`config.mk`:
```
export PLATFORM = sky130hd
export DESIGN_NAME = clim_queue
export DESIGN_NICKNAME = d
export VERILOG_FILES = /design/src/rtl/core/clim_queue.sv
export SDC_FILE = /design/constraint.sdc
export NUM_CORES = 1
export LEC_CHECK = 0
export BUFFER_PORTS_ARGS = -buffer_cell sky130_fd_sc_hd__clkbuf_2
export CAP_MARGIN = 0
export CORE_MARGIN = 3
export CORE_UTILIZATION = 55
export CTS_BUF_LIST = sky130_fd_sc_hd__clkbuf_4
export DETAILED_ROUTE_END_ITERATION = 12
export PLACE_DENSITY = 0.83
export SETUP_SLACK_MARGIN = 0.5
export SLEW_MARGIN = 20
export SYNTH_ARGS = -nofsm -noshare
export SYNTH_HDL_FRONTEND = slang
export SYNTH_SLANG_ARGS = --single-unit
```
`constraint.sdc`:
```
create_clock -name clk -period 4.2 [get_ports clk]
set_clock_uncertainty 0.15 [all_clocks]
set_input_delay 0.21 -clock clk [delete_from_list [all_inputs] [get_ports clk]]
set_output_delay 0.21 -clock clk [all_outputs]
set_load 0.01 [all_outputs]
```
`src/rtl/core/clim_queue.sv`:
```
// Small register FIFO used between the limiter stages.
`timescale 1ns / 1ps
module clim_queue #(
  parameter int W     = 8,
  parameter int DEPTH = 2
) (
  input  logic         clk,
  input  logic         rst_n,
  input  logic         push,
  input  logic [W-1:0] wdata,
  output logic         full,
  input  logic         pop,
  output logic [W-1:0] rdata,
  output logic         empty
);

  localparam int PW = (DEPTH > 1) ? $clog2(DEPTH) : 1;
  localparam int CW = $clog2(DEPTH + 1);

  logic [W-1:0]  store_r [DEPTH];
  logic [PW-1:0] wr_ptr_r, wr_ptr_nxt;
  logic [PW-1:0] rd_ptr_r, rd_ptr_nxt;
  logic [CW-1:0] count_r, count_nxt;
  logic          do_push, do_pop;

  assign full    = (count_r == CW'(DEPTH));
  assign empty   = (count_r == '0);
  assign do_push = push & ~full;
  assign do_pop  = pop & ~empty;
  assign rdata   = store_r[rd_ptr_r];

  always_comb begin
    wr_ptr_nxt = wr_ptr_r;
    rd_ptr_nxt = rd_ptr_r;
    count_nxt  = count_r;
    if (do_push) begin
      wr_ptr_nxt = (wr_ptr_r == PW'(DEPTH - 1)) ? '0 : wr_ptr_r + PW'(1);
    end
    if (do_pop) begin
      rd_ptr_nxt = (rd_ptr_r == PW'(DEPTH - 1)) ? '0 : rd_ptr_r + PW'(1);
    end
    if (do_push && !do_pop) begin
      count_nxt = count_r + CW'(1);
    end else if (do_pop && !do_push) begin
      count_nxt = count_r - CW'(1);
    end
  end

  always_ff @(posedge clk) begin
    if (!rst_n) begin
      wr_ptr_r <= '0;
      rd_ptr_r <= '0;
      count_r  <= '0;
    end else begin
      wr_ptr_r <= wr_ptr_nxt;
      rd_ptr_r <= rd_ptr_nxt;
      count_r  <= count_nxt;
    end
  end

  always_ff @(posedge clk) begin
    if (do_push) begin
      store_r[wr_ptr_r] <= wdata;
    end
  end

endmodule

```
# Word-level counts from Yosys, hierarchy flattened
# Memories as Yosys holds them, arrays and structs flattened. A register that Yosys moved wholly into a read port is not among the register bits.
# Cells that the tools add are included.
# word_totals
n_memories	1
ram_bits	16
reg_bits	4
# classes
n_reduce_logical	6
add_sub_neg	4
n_eq_ne	1
muxes	8
bitwise	4
# memory_table
memory	words	word_bits	read_ports	rd_clocked_by_memory_dff	wr	line	rtl
store_r	2	8	1	1	1	20	logic [W-1:0] store_r [DEPTH];
# op_table
operator	count
2-to-1 mux 1 bit	6
2-to-1 mux 2 bit	2
adder 1 bit, second input constant	2
adder 2 x 1 -> 2 bit, second input constant	1
bitwise AND 1 bit	2
equality test 2 bit, second input constant	1
logical AND 1 bit	2
logical NOT 1 bit	2
logical NOT 2 bit	1
NOT 1 bit	2
nonzero test 2 bit	1
subtractor 2 x 1 -> 2 bit, second input constant	1

# Logic depth before layout (Yosys ltp)
# Gate-level depths: netlist (run 1).
# depth
ltp_word	7
depth_mapped	7
depth_no_buf	7

# Worst setup path before layout (run 1)
# Ideal clock, no wire load.
# synth_path
kind	reg2reg
start	register count_r[0]
end	register count_r[1]
setup_time_ps	70
setup_slack_ps	2579
required_time_ps	3980
n_path_buf	0
path_stages_with_launch	7
t_arrival_ps	1401
path_cell_list	dfxtp_1 > nand2b_1 > inv_2 > nor2_1 > ha_1 > or3_1 > a21boi_1
# synth_via
elab_chain_len	6
elab_cells_between_ends	15
classes_between	add/sub: 2; eq/ne: 1; mux: 2; bitwise: 4; reduce/logical: 6
# synth_lines
item	line	rtl
from (decl)	23	logic [CW-1:0] count_r, count_nxt;
from (signal assigned)	57	count_r <= count_nxt;
equality test 2 bit *	26	assign full = (count_r == CW'(DEPTH));
net full	11	output logic full,
NOT 1 bit *	28	assign do_push = push & ~full;
bitwise AND 1 bit *	28	
logical NOT 1 bit	44	end else if (do_pop && !do_push) begin
logical AND 1 bit	44	
nonzero test 2 bit (no line)	n/a	
# Mark *: on every way through the listed nets, which the timed path passes. The rest lies on a longest branch. The select of a mux whose other input is x is not followed.
# A chain may end at the register's enable or synchronous reset.

==> results of run 1 <==
-- metrics by stage --
stage	area [um2]	hold WS, ns	power (mW)	instances
finish	1040	0.00543	0.570	97
CTS	1040	0.00183	0.577	97
detailed placement	928	0.254	0.475	85
global placement	928	0.251	0.466	85
floorplan	810	0.159	0.415	50
global route	1040	0.00409	0.605	97
-- metal layers --
layer / vias up / track usage
li1: 246 / -
met1: 217 / 0.179
met2: 23 / 0.299
met3: 6 / 0.0488
met4: 0 / 0.145
met5: - / 0
-- cells in the final DEF (no fill, tap or decap), types with 2 or more instances in the layout --
master	Yosys	final
clkbuf_2	0	21
edfxtp_1	16	16
xnor2_1	2	2
nor2_1	2	2
and2_1	3	3
clkbuf_4	0	3
mux2_2	8	8
dfxtp_1	5	5
dlygate4sd3_1	0	8
-- logic make-up after synthesis --
family / after synthesis
adders and majority gates: 1
muxes: 8
and+or+nand+nor: 9
buffers and inverters: 3
DFF: 21
AOI/OAI and AO/OA: 5
xor gates and xnor gates: 3
-- cells in the mapped netlist --
library cell  number
nor3_2             1
o21a_1             1
o21ai_1            1
dfxtp_1            5
inv_2              1
mux2_2             8
nand2b_1           1
o21ai_0            1
a21boi_0           1
a21boi_1           1
inv_1              1
nor2_1             2
ha_1               1
and3_1             1
buf_2              1
edfxtp_1          16
or3_1              1
and2_1             3
xor2_1             1
xnor2_1            2
-- state kept, by name, indices dropped and copies added (netlist names), named ones only --
signal	cells
count_r	2
rd_ptr_r	1
store_r	16
wr_ptr_r	1
-- worst max path at each step --
stage	depth (start not counted)	start	endpoint	slack (ns)
3_5_place_dp	6	count_r[0]	count_r[1]	2.50
5_1_grt	6	count_r[0]	count_r[1]	2.37
4_1_cts	2	register	rdata[7]	2.43
6_report	2	register	rdata[7]	2.45
2_1_floorplan	6	count_r[0]	count_r[1]	2.58
3_3_place_gp	3	count_r[0]	store_r[0][3]	2.57
-- power groups by stage --
| stage | sequential (mW) | clock (mW) | combinational [mW] |
|---|---|---|---|
| global placement | 0.296 | 0 | 0.170 |
| detailed placement | 0.299 | 0 | 0.177 |
| finish | 0.294 | 0.0945 | 0.182 |
| CTS | 0.295 | 0.0971 | 0.185 |
| global route | 0.298 | 0.109 | 0.198 |
| floorplan | 0.283 | 0 | 0.131 |
-- area by class of cell --
cell class | count | area (um2)
Timing Repair Buffer | 29 | 185
Sequential cell | 21 | 581
Clock buffer | 3 | 22.5
Fill cell | 94 | 298
Tap cell | 15 | 18.8
Inverter | 2 | 7.51
Multi-Input combinational cell | 26 | 216
Clock inverter | 1 | 5.00
==> flow_summary_export.csv, run 1 <==
group,metric,value,unit
worst_setup_path,cp.required,3.84,ns
sta,finalCriticalPeriod,1.75,ns
logic_synthesis,synthMuxAreaShare,0.111,
logic_synthesis,synthAdderAreaFrac,0.0155,
logic_synthesis,postSynthCellCount,50,
detailed_routing,drt_iter0_markers,8,
layout,fin_util,0.777,
global_routing,grt_pass1_vias,536,
worst_setup_path,cpMaxStageDelayCell,"dfxtp_1",
logic_synthesis,netlist_top_cells_area,"edfxtp_1 (59%), dfxtp_1 (12%), mux2_2 (11%), and2_1 (2.3%), xnor2_1 (2.2%)",
run,drv_cap,0,
cts,holdBufCountCts,8,
floorplanning,fp-row-count,13,
worst_setup_path,cp.arrival,1.39,ns
power_and_ir_drop,power_density,550,nW/um2
cts,cts_resized,0,
detailed_routing,totalWireLength,1.51,mm
sta,finalMaxSlewViolations,0,
sta,min_period_over_period,0.416,
place,place.gp.congestion,0.687,
place,dp_slack,2.50,ns
detailed_routing,dr_wl_met2,808,um
logic_synthesis,netlist_area,810,um2
sta,hold_viol_final,0,
logic_synthesis,synth_seq_cells,21,
global_routing,antenna_found_initial,0,
sta,fmax,0.572,GHz
sta,slew_headroom,0.541,
logic_synthesis,ys_types,20,
logic_synthesis,synth.net_count,63,
power_and_ir_drop,intPower,395,uW
detailed_routing,antenna_left,0,
sta,rsz0062_at_grt,"no",
floorplanning,io_pins,22,
power_and_ir_drop,clock_power_share,0.166,
power_and_ir_drop,p_leak,0.419,nW
worst_setup_path,path_class,"register to output port",
worst_setup_path,r2r_start,"count_r[0]",
detailed_routing,drc,0,
place,hpwlAfterDp,993,um
power_and_ir_drop,vdd_drop_max,0.417,mV
detailed_routing,vias_per_cell,5.07,
logic_synthesis,synth_compound_area_frac,0.0402,
global_routing,grtUsageTotal,0.177,
logic_synthesis,synthSimpleGateAreaFrac,0.0680,
detailed_routing,wl_met1,557,um
power_and_ir_drop,power_switching,175,uW
cts,cts_buffer_depth,2,
worst_setup_path,reg2reg_depth,6,
logic_synthesis,synth_top_cell_by_area,"edfxtp_1",
sta,finalSetupTns,0,ns
detailed_routing,vias,492,
logic_synthesis,synth_top_area_frac,0.594,
cts,cts_tree,"yes",
place,io_buffers,21,
worst_setup_path,worst_path_largest_cell_delay,0.56,ns
sta,finalWorstSetupSlack,2.45,ns
power_and_ir_drop,switching_share,0.307,
worst_setup_path,cp_max_fo,8,
sta,worst_pin_slew,0.685,ns
detailed_routing,drtPass1Iterations,4,
min_path,hold_class,"primary input to register",
layout,num_antenna_cells,0,
floorplanning,die_h,44.4,um
layout,fin_nets,96,
detailed_routing,wl_per_cell,15.5,um
min_path,worstHoldStart,"rst_n",
logic_synthesis,synth_top_family_by_area,"multiplexers",
worst_setup_path,reg2reg_slack,2.48,ns
logic_synthesis,yosysSeqAreaShare,0.717,
worst_setup_path,worst-path-buf-inv,1,
logic_synthesis,synth_xor_area_frac,0.0325,
worst_setup_path,crit_chain,"mux2_2, clkbuf_2",
floorplanning,die-area,1970,um2
floorplanning,start_util,0.607,
logic_synthesis,avgSynthCellArea,16.2,um2
worst_setup_path,end_kind,"output port",
power_and_ir_drop,combinationalPowerShare,0.319,
min_path,hold_end,"wr_ptr_r",
cts,cts-root-buf,"clkbuf_4",
cts,htree_levels,1,
floorplanning,core_area,1330,um2
cts,clock_latency,0.31,ns
cts,clock-sinks,21,
cts,post-cts-setup-buffer-count,0,
layout,drive_above_1_share,0.427,
run_status,status,"finished, final reports clean",
global_routing,grt_max_degree,13,
worst_setup_path,cp_top_family,"flip-flops",
logic_synthesis,synth_warnings,0,
floorplanning,die_w,44.4,um
worst_setup_path,r2r_end,"count_r[1]",
cts,clk_pin_slew,0.12,ns
min_path,min_path_cells,2,
detailed_routing,top_layer_used,"met4",
layout,area_growth,28.0,%
global_routing,grt_pass1_wl,2.35,mm
power_and_ir_drop,p_seq_frac,0.515,
sta,setup_viol,0,
detailed_routing,met3WireLength,83,um
cts,cts_buffers,3,
global_routing,grt-ovfl-total,0,
worst_setup_path,cp-start-kind,"register",
Power figures use the tool's default switching activity.
==> run 2: changes to the inputs <==
--- a/config.mk
+++ b/config.mk
@@ -5,13 +5,14 @@
 export SDC_FILE = /design/constraint.sdc
 export NUM_CORES = 1
 export LEC_CHECK = 0
+export ABC_AREA = 1
 export BUFFER_PORTS_ARGS = -buffer_cell sky130_fd_sc_hd__clkbuf_2
 export CAP_MARGIN = 0
 export CORE_MARGIN = 3
-export CORE_UTILIZATION = 55
+export CORE_UTILIZATION = 47
 export CTS_BUF_LIST = sky130_fd_sc_hd__clkbuf_4
 export DETAILED_ROUTE_END_ITERATION = 12
-export PLACE_DENSITY = 0.83
+export PLACE_DENSITY = 0.75
 export SETUP_SLACK_MARGIN = 0.5
 export SLEW_MARGIN = 20
 export SYNTH_ARGS = -nofsm -noshare
==> constraint.sdc (replaced) <==
create_clock -name clk -period 1.54 [get_ports clk]
set_clock_uncertainty 0.15 [all_clocks]
set_input_delay 0.077 -clock clk [delete_from_list [all_inputs] [get_ports clk]]
set_output_delay 0.077 -clock clk [all_outputs]
set_load 0.01 [all_outputs]
==> run 2 against run 1 <==
Via count increased by 29%; die area increased by 16%; sequential share of layout area decreased by 12 points; synthesized cell count increased by 26%; area after synthesis increased by 1.7%; first-iteration DRC count decreased by 63%; power increased to 3.7 times the previous value; wire length increased by 32%; core utilization increased by 6.8 points; sequential power increased to 2.8 times the previous value; combinational power increased to 5.5 times the previous value.
==> flow_summary_export.csv, run 2 <==
group,metric,value,unit
run_status,status,"finished, final reports clean",
detailed_routing,vias_per_cell,5.17,
layout,fin_nets,121,
layout,mostFrequentLayoutCells,"edfxtp_1 (16), buf_6 (14), clkbuf_2 (12)",
layout,num_antenna_cells,0,
worst_setup_path,cp_common_cell,"buf_6",
worst_setup_path,r2r_start,"count_r[1]",
worst_setup_path,crit_chain,"buf_6, nor2_4, buf_4, buf_6, clkbuf_2",
worst_setup_path,r2r_end,"count_r[0]",
logic_synthesis,async_flop_share,0,
worst_setup_path,cp.required,1.31,ns
place,hpwlAfterDp,987,um
min_path,worstHoldStart,"push",
power_and_ir_drop,p_total,2.09,mW
worst_setup_path,cp.arrival,1.24,ns
cts,cts-root-buf,"clkbuf_4",
logic_synthesis,yosysSeqAreaShare,0.705,
floorplanning,die_w,47.9,um
logic_synthesis,synth_edf_count,16,
sta,worst_pin_slew,0.262,ns
worst_setup_path,end_kind,"output port",
cts,cts_buffers,3,
layout,final_cells,123,
sta,fmax,0.681,GHz
cts,cts_buffer_depth,2,
logic_synthesis,netlist_area,823,um2
layout,fillers,87,
cts,clk_pin_slew,0.12,ns
detailed_routing,top_layer_used,"met4",
layout,area_growth,61.7,%
sta,whs,0.000773,ns
layout,layout_commonest_cell,"edfxtp_1",
worst_setup_path,worst_path_largest_cell_delay,0.35,ns
worst_setup_path,reg2reg_slack,0.09,ns
logic_synthesis,netlist_top_cells_area,"edfxtp_1 (58%), dfxtp_1 (12%), mux2_2 (11%), nor2_1 (4.6%), inv_1 (3.6%)",
worst_setup_path,cp_top_family,"buffers and inverters",
logic_synthesis,synthFlopType,"edfxtp_1",
layout,top_regs,"store_r: 16 flops, count_r: 2 flops",
sta,slew_headroom,0.825,
global_routing,grt_pass1_vias,596,
floorplanning,io_pins,22,
worst_setup_path,path_class,"register to output port",
floorplanning,fp-row-count,14,
cts,clock-sinks,21,
layout,fin_util,0.844,
worst_setup_path,cp-start-kind,"register",
layout,final_area,1330,um2
min_path,min_path_cells,5,
logic_synthesis,yosys.cell_count.top_type,"edfxtp_1",
detailed_routing,drc,0,
place,dp.cells,101,
place,place_area,981,um2
cts,cts_tree,"yes",
power_and_ir_drop,power_density,1570,nW/um2
worst_setup_path,reg2reg_depth,8,
min_path,hold_end,"wr_ptr_r",
place,io_buffers,21,
logic_synthesis,avgSynthCellArea,13.1,um2
detailed_routing,dr_wl_met2,1.05,mm
sta,setup_viol,0,
min_path,hold_class,"primary input to register",
layout,largest_reg_flops,16,
detailed_routing,drt_iter0_markers,3,
logic_synthesis,postSynthCellCount,63,
worst_setup_path,cp_max_fo,2,
global_routing,antenna_found_initial,0,
logic_synthesis,synth.net_count,76,
sta,finalSetupTns,0,ns
layout,regMostFlops,"store_r",
cts,htree_levels,1,
detailed_routing,wl_met1,772,um
worst_setup_path,cpMaxStageDelayCell,"dfxtp_2",
place,place.gp.congestion,0.708,
run,drv_cap,0,
detailed_routing,antenna_left,0,
logic_synthesis,synth_seq_cells,21,
floorplanning,start_util,0.522,
global_routing,grt_pass1_wl,2.51,mm
floorplanning,die-area,2290,um2
floorplanning,die_h,47.9,um
global_routing,grt-ovfl-total,0,
logic_synthesis,synth_common_cells,"edfxtp_1 (16), nor2_1 (10), inv_1 (8), mux2_2 (8), nand2_1 (6)",
sta,finalCriticalPeriod,1.47,ns
detailed_routing,met3WireLength,90,um
global_routing,grt_max_degree,13,
detailed_routing,totalWireLength,1.98,mm
logic_synthesis,synth_top_cell_by_area,"edfxtp_1",
worst_setup_path,worst-path-buf-inv,4,
power_and_ir_drop,vdd_drop_max,1.12,mV
detailed_routing,drtPass1Iterations,2,
cts,clock_latency,0.30,ns
sta,hold_viol_final,0,
logic_synthesis,synth_warnings,0,
logic_synthesis,synth_top_area_frac,0.584,
sta,finalMaxSlewViolations,0,
global_routing,grtUsageTotal,0.165,
detailed_routing,wl_per_cell,16.1,um
sta,finalWorstSetupSlack,0.0712,ns
place,dp_slack,-0.0130,ns
logic_synthesis,ys_types,15,
floorplanning,core_area,1580,um2
layout,drive_above_1_share,0.636,
sta,rsz0062_at_grt,"yes",
detailed_routing,vias,636,
sta,min_period_over_period,0.954,
power_and_ir_drop,p_leak,0.566,nW
==> run 2: cell types whose count changed after synthesis, moves of 2 or more <==
cell / delta
and2_1: -3
inv_1: +7
nand2_1: +6
nor2_1: +8
xnor2_1: -2
==> run 2: kinds of logic (layout without fill, tap and decap cells) <==
group	count (synthesis)	after routing	synth area share
AND/OR/NAND/NOR	19	19	0.0942
buffers and inverters	10	54	0.0471
flip-flops	21	21	0.705
AO/OA/AOI/OAI	4	4	0.0289
multiplexers	8	8	0.109
adder cells (fa/ha/maj)	1	1	0.0152
==> run 2: worst max path at each step <==
stage / from / to / slack (ns) / cells after the start
final: count_r[1] / empty / 0.07 / 5
after CTS: register / rdata[2] / 0.10 / 2
after global routing: count_r[1] / count_r[1] / -0.02 / 10
after floorplan: count_r[1] / store_r[1][0] / 0.19 / 3
after detailed placement: count_r[1] / store_r[0][5] / -0.01 / 3
after global placement: count_r[1] / store_r[0][1] / 0.06 / 3
==> run 2: report_power, final <==
group / switching, mW / internal, mW
Clock: 0.165 / 0.0969
Sequential: 0.0973 / 0.740
Combinational: 0.428 / 0.565
Total: 0.690 / 1.40
==> run 2: what timing repair did <==
| action | CTS | global route |
|---|---|---|
| endpoints found under the setup margin | 31 | 31 |
| resized for setup | 21 | 32 |
| hold buffers | 9 | 0 |
| cloned | 0 | 0 |
| endpoints found under the hold margin | 21 | 0 |
| pin swaps | 7 | 10 |
| buffers inserted | 5 | 4 |
==> run 2: cell type report <==
type | instances | area (um2) | share of cell area
clock buffers | 3 | 22.5 | 0.0169
clock inverters | 1 | 5.00 | 0.00376
inverters | 9 | 33.8 | 0.0254
multi-input cells | 32 | 309 | 0.232
flip-flops and latches | 21 | 591 | 0.444
well taps | 16 | 20.0 | 0.0150
repair buffers | 41 | 350 | 0.263
==> run 2: routing by layer <==
layer | vias to the layer above | track usage
met2 | 18 | 0.290
met1 | 303 | 0.180
li1 | 306 | -
met3 | 9 | 0.0376
met5 | - | 0
met4 | 0 | 0.0968
==> run 2: worst register-to-register path: cells and delay by family, from the launching register on <==
kind                     cells  cell delay, ns
flip-flops                   1            0.35
AO/OA/AOI/OAI                2            0.15
adder cells (fa/ha/maj)      1            0.20
AND/OR/NAND/NOR              2            0.19
buffers and inverters        3            0.31
==> run 3: changes to the inputs <==
--- a/config.mk
+++ b/config.mk
@@ -5,14 +5,13 @@
 export SDC_FILE = /design/constraint.sdc
 export NUM_CORES = 1
 export LEC_CHECK = 0
-export ABC_AREA = 1
 export BUFFER_PORTS_ARGS = -buffer_cell sky130_fd_sc_hd__clkbuf_2
 export CAP_MARGIN = 0
 export CORE_MARGIN = 3
 export CORE_UTILIZATION = 47
 export CTS_BUF_LIST = sky130_fd_sc_hd__clkbuf_4
 export DETAILED_ROUTE_END_ITERATION = 12
-export PLACE_DENSITY = 0.75
+export PLACE_DENSITY = 0.76
 export SETUP_SLACK_MARGIN = 0.5
 export SLEW_MARGIN = 20
 export SYNTH_ARGS = -nofsm -noshare
==> run 3 against run 2 <==
The run now ends with negative setup slack left; core utilization is 0.094 points lower; sequential share of layout area increased by 0.45 points; critical path depth did not move; via count is 13% lower; clock power rose by 3%; largest power group unchanged.
==> flow_summary_export.csv, run 3 (same netlist as run 1, synthesis figures left out) <==
group,metric,value,unit
layout,area_growth,62.4,%
place,dp_slack,-0.0196,ns
sta,finalSetupTns,-0.0292,ns
place,hpwlAfterDp,925,um
global_routing,grt_pass1_wl,2.25,mm
worst_setup_path,crit_path_end,"count_r[1]",
place,place.gp.congestion,0.684,
worst_setup_path,cp-startpoint,"count_r[0]",
global_routing,grt_pass1_vias,546,
sta,rsz0062_at_grt,"yes",
place,io_buffers,21,
floorplanning,core_area,1560,um2
place,dp.cells,90,
detailed_routing,wl_per_cell,15.6,um
sta,finalWorstSetupSlack,-0.0292,ns
cts,clk_pin_slew,0.11,ns
detailed_routing,antenna_left,0,
layout,num_antenna_cells,0,
cts,cts-root-buf,"clkbuf_4",
worst_setup_path,r2r_end,"count_r[1]",
floorplanning,die_w,47.5,um
layout,layout_commonest_cell,"edfxtp_1",
layout,largest_reg_flops,16,
power_and_ir_drop,vdd_drop_max,1.26,mV
layout,fin_nets,108,
power_and_ir_drop,power_density,1590,nW/um2
worst_setup_path,path_class,"register to register",
sta,whs,0.0601,ns
run,drv_cap,0,
cts,clock-sinks,21,
floorplanning,die-area,2260,um2
worst_setup_path,cp-start-kind,"register",
detailed_routing,drtPass1Iterations,4,
global_routing,grt-ovfl-total,0,
global_routing,grtUsageTotal,0.154,
cts,cts_tree,"yes",
sta,worst_pin_slew,0.184,ns
detailed_routing,drc,0,
cts,clock_latency,0.29,ns
cts,htree_levels,1,
sta,setup_viol,1,
global_routing,antenna_found_initial,0,
sta,finalMaxSlewViolations,0,
worst_setup_path,reg2reg_depth,5,
floorplanning,start_util,0.519,
run_status,status,"complete, but fails checks",
worst_setup_path,r2r_start,"count_r[0]",
detailed_routing,totalWireLength,1.71,mm
worst_setup_path,cp_max_fo,3,
layout,mostFrequentLayoutCells,"edfxtp_1 (16), buf_6 (15), clkbuf_2 (11)",
power_and_ir_drop,p_total,2.09,mW
detailed_routing,drt_iter0_markers,7,
layout,final_cells,110,
power_and_ir_drop,p_leak,0.543,nW
layout,regMostFlops,"store_r",
place,place_area,987,um2
worst_setup_path,reg2reg_slack,-0.03,ns
worst_setup_path,cp.arrival,1.65,ns
layout,top_regs,"store_r: 16 flops, count_r: 2 flops",
floorplanning,fp-row-count,14,
layout,fin_util,0.843,
sta,min_period_over_period,1.02,
detailed_routing,vias_per_cell,5.03,
floorplanning,die_h,47.5,um
detailed_routing,vias,553,
sta,hold_viol_final,0,
cts,cts_buffer_depth,2,
sta,fmax,0.637,GHz
min_path,min_path_cells,4,
run_status,violations,"negative setup slack",
layout,drive_above_1_share,0.585,
global_routing,grt_max_degree,12,
min_path,hold_class,"primary input to register",
sta,slew_headroom,0.876,
layout,final_area,1320,um2
worst_setup_path,cp.required,1.62,ns
worst_setup_path,end_kind,"register",
sta,finalCriticalPeriod,1.57,ns
cts,cts_buffers,3,
floorplanning,io_pins,22,
[run 3: cell count changes in the layout (fill, tap and decap cells not counted), sizes merged, moves of 2 or more]
cell	delta
a21boi	+2
xnor2	+2
inv	-7
nand2	-6
nor2	-9
and2	+3
[run 3: metal layers]
metal | part of all wire | wire length (um) | vias up | track usage
met5 | 0 | 0 | - | 0
met4 | 0.048 | 82 | 0 | 0.0829
met3 | 0.033 | 57 | 6 | 0.0338
met2 | 0.52 | 886 | 18 | 0.275
met1 | 0.40 | 686 | 261 | 0.167
li1 | - | - | 268 | -
[run 3: what timing repair did]
item	CTS	global route
gates resized for setup	16	29
hold endpoints to repair	21	0
setup buffers	4	2
pin swaps	3	7
endpoints found under the setup margin	31	31
hold buffers	10	0
[run 3: final cells by class]
class,instances,area (um2)
Fill cell,77,244
Timing Repair Buffer,41,359
Sequential cell,21,589
Inverter,2,10.0
Multi-Input combinational cell,26,307
Clock buffer,4,30.0
Tap cell,16,20.0
[run 3: worst min-delay path by stage]
stage | end | from
5_1_grt | register | pop
3_5_place_dp | store_r[0][3] | wdata[3]
3_3_place_gp | store_r[1][0] | wdata[0]
2_1_floorplan | store_r[0][0] | wdata[0]
4_1_cts | register | pop
6_report | register | pop
[run 3: critical path, cell delays in order, from the launching register on]
cell and delay [ns]:
dfxtp_2 0.35, buf_6 0.12, o21ai_4 0.19, ha_4 0.23, or3_1 0.34, a21boi_1 0.13
[run 3: power by group]
| part | leakage, nW | switching [mW] | internal, mW | total (mW) |
|---|---|---|---|---|
| Combinational | 0.332 | 0.374 | 0.612 | 0.987 |
| Sequential | 0.192 | 0.0977 | 0.740 | 0.837 |
| Clock | 0.0184 | 0.151 | 0.118 | 0.270 |
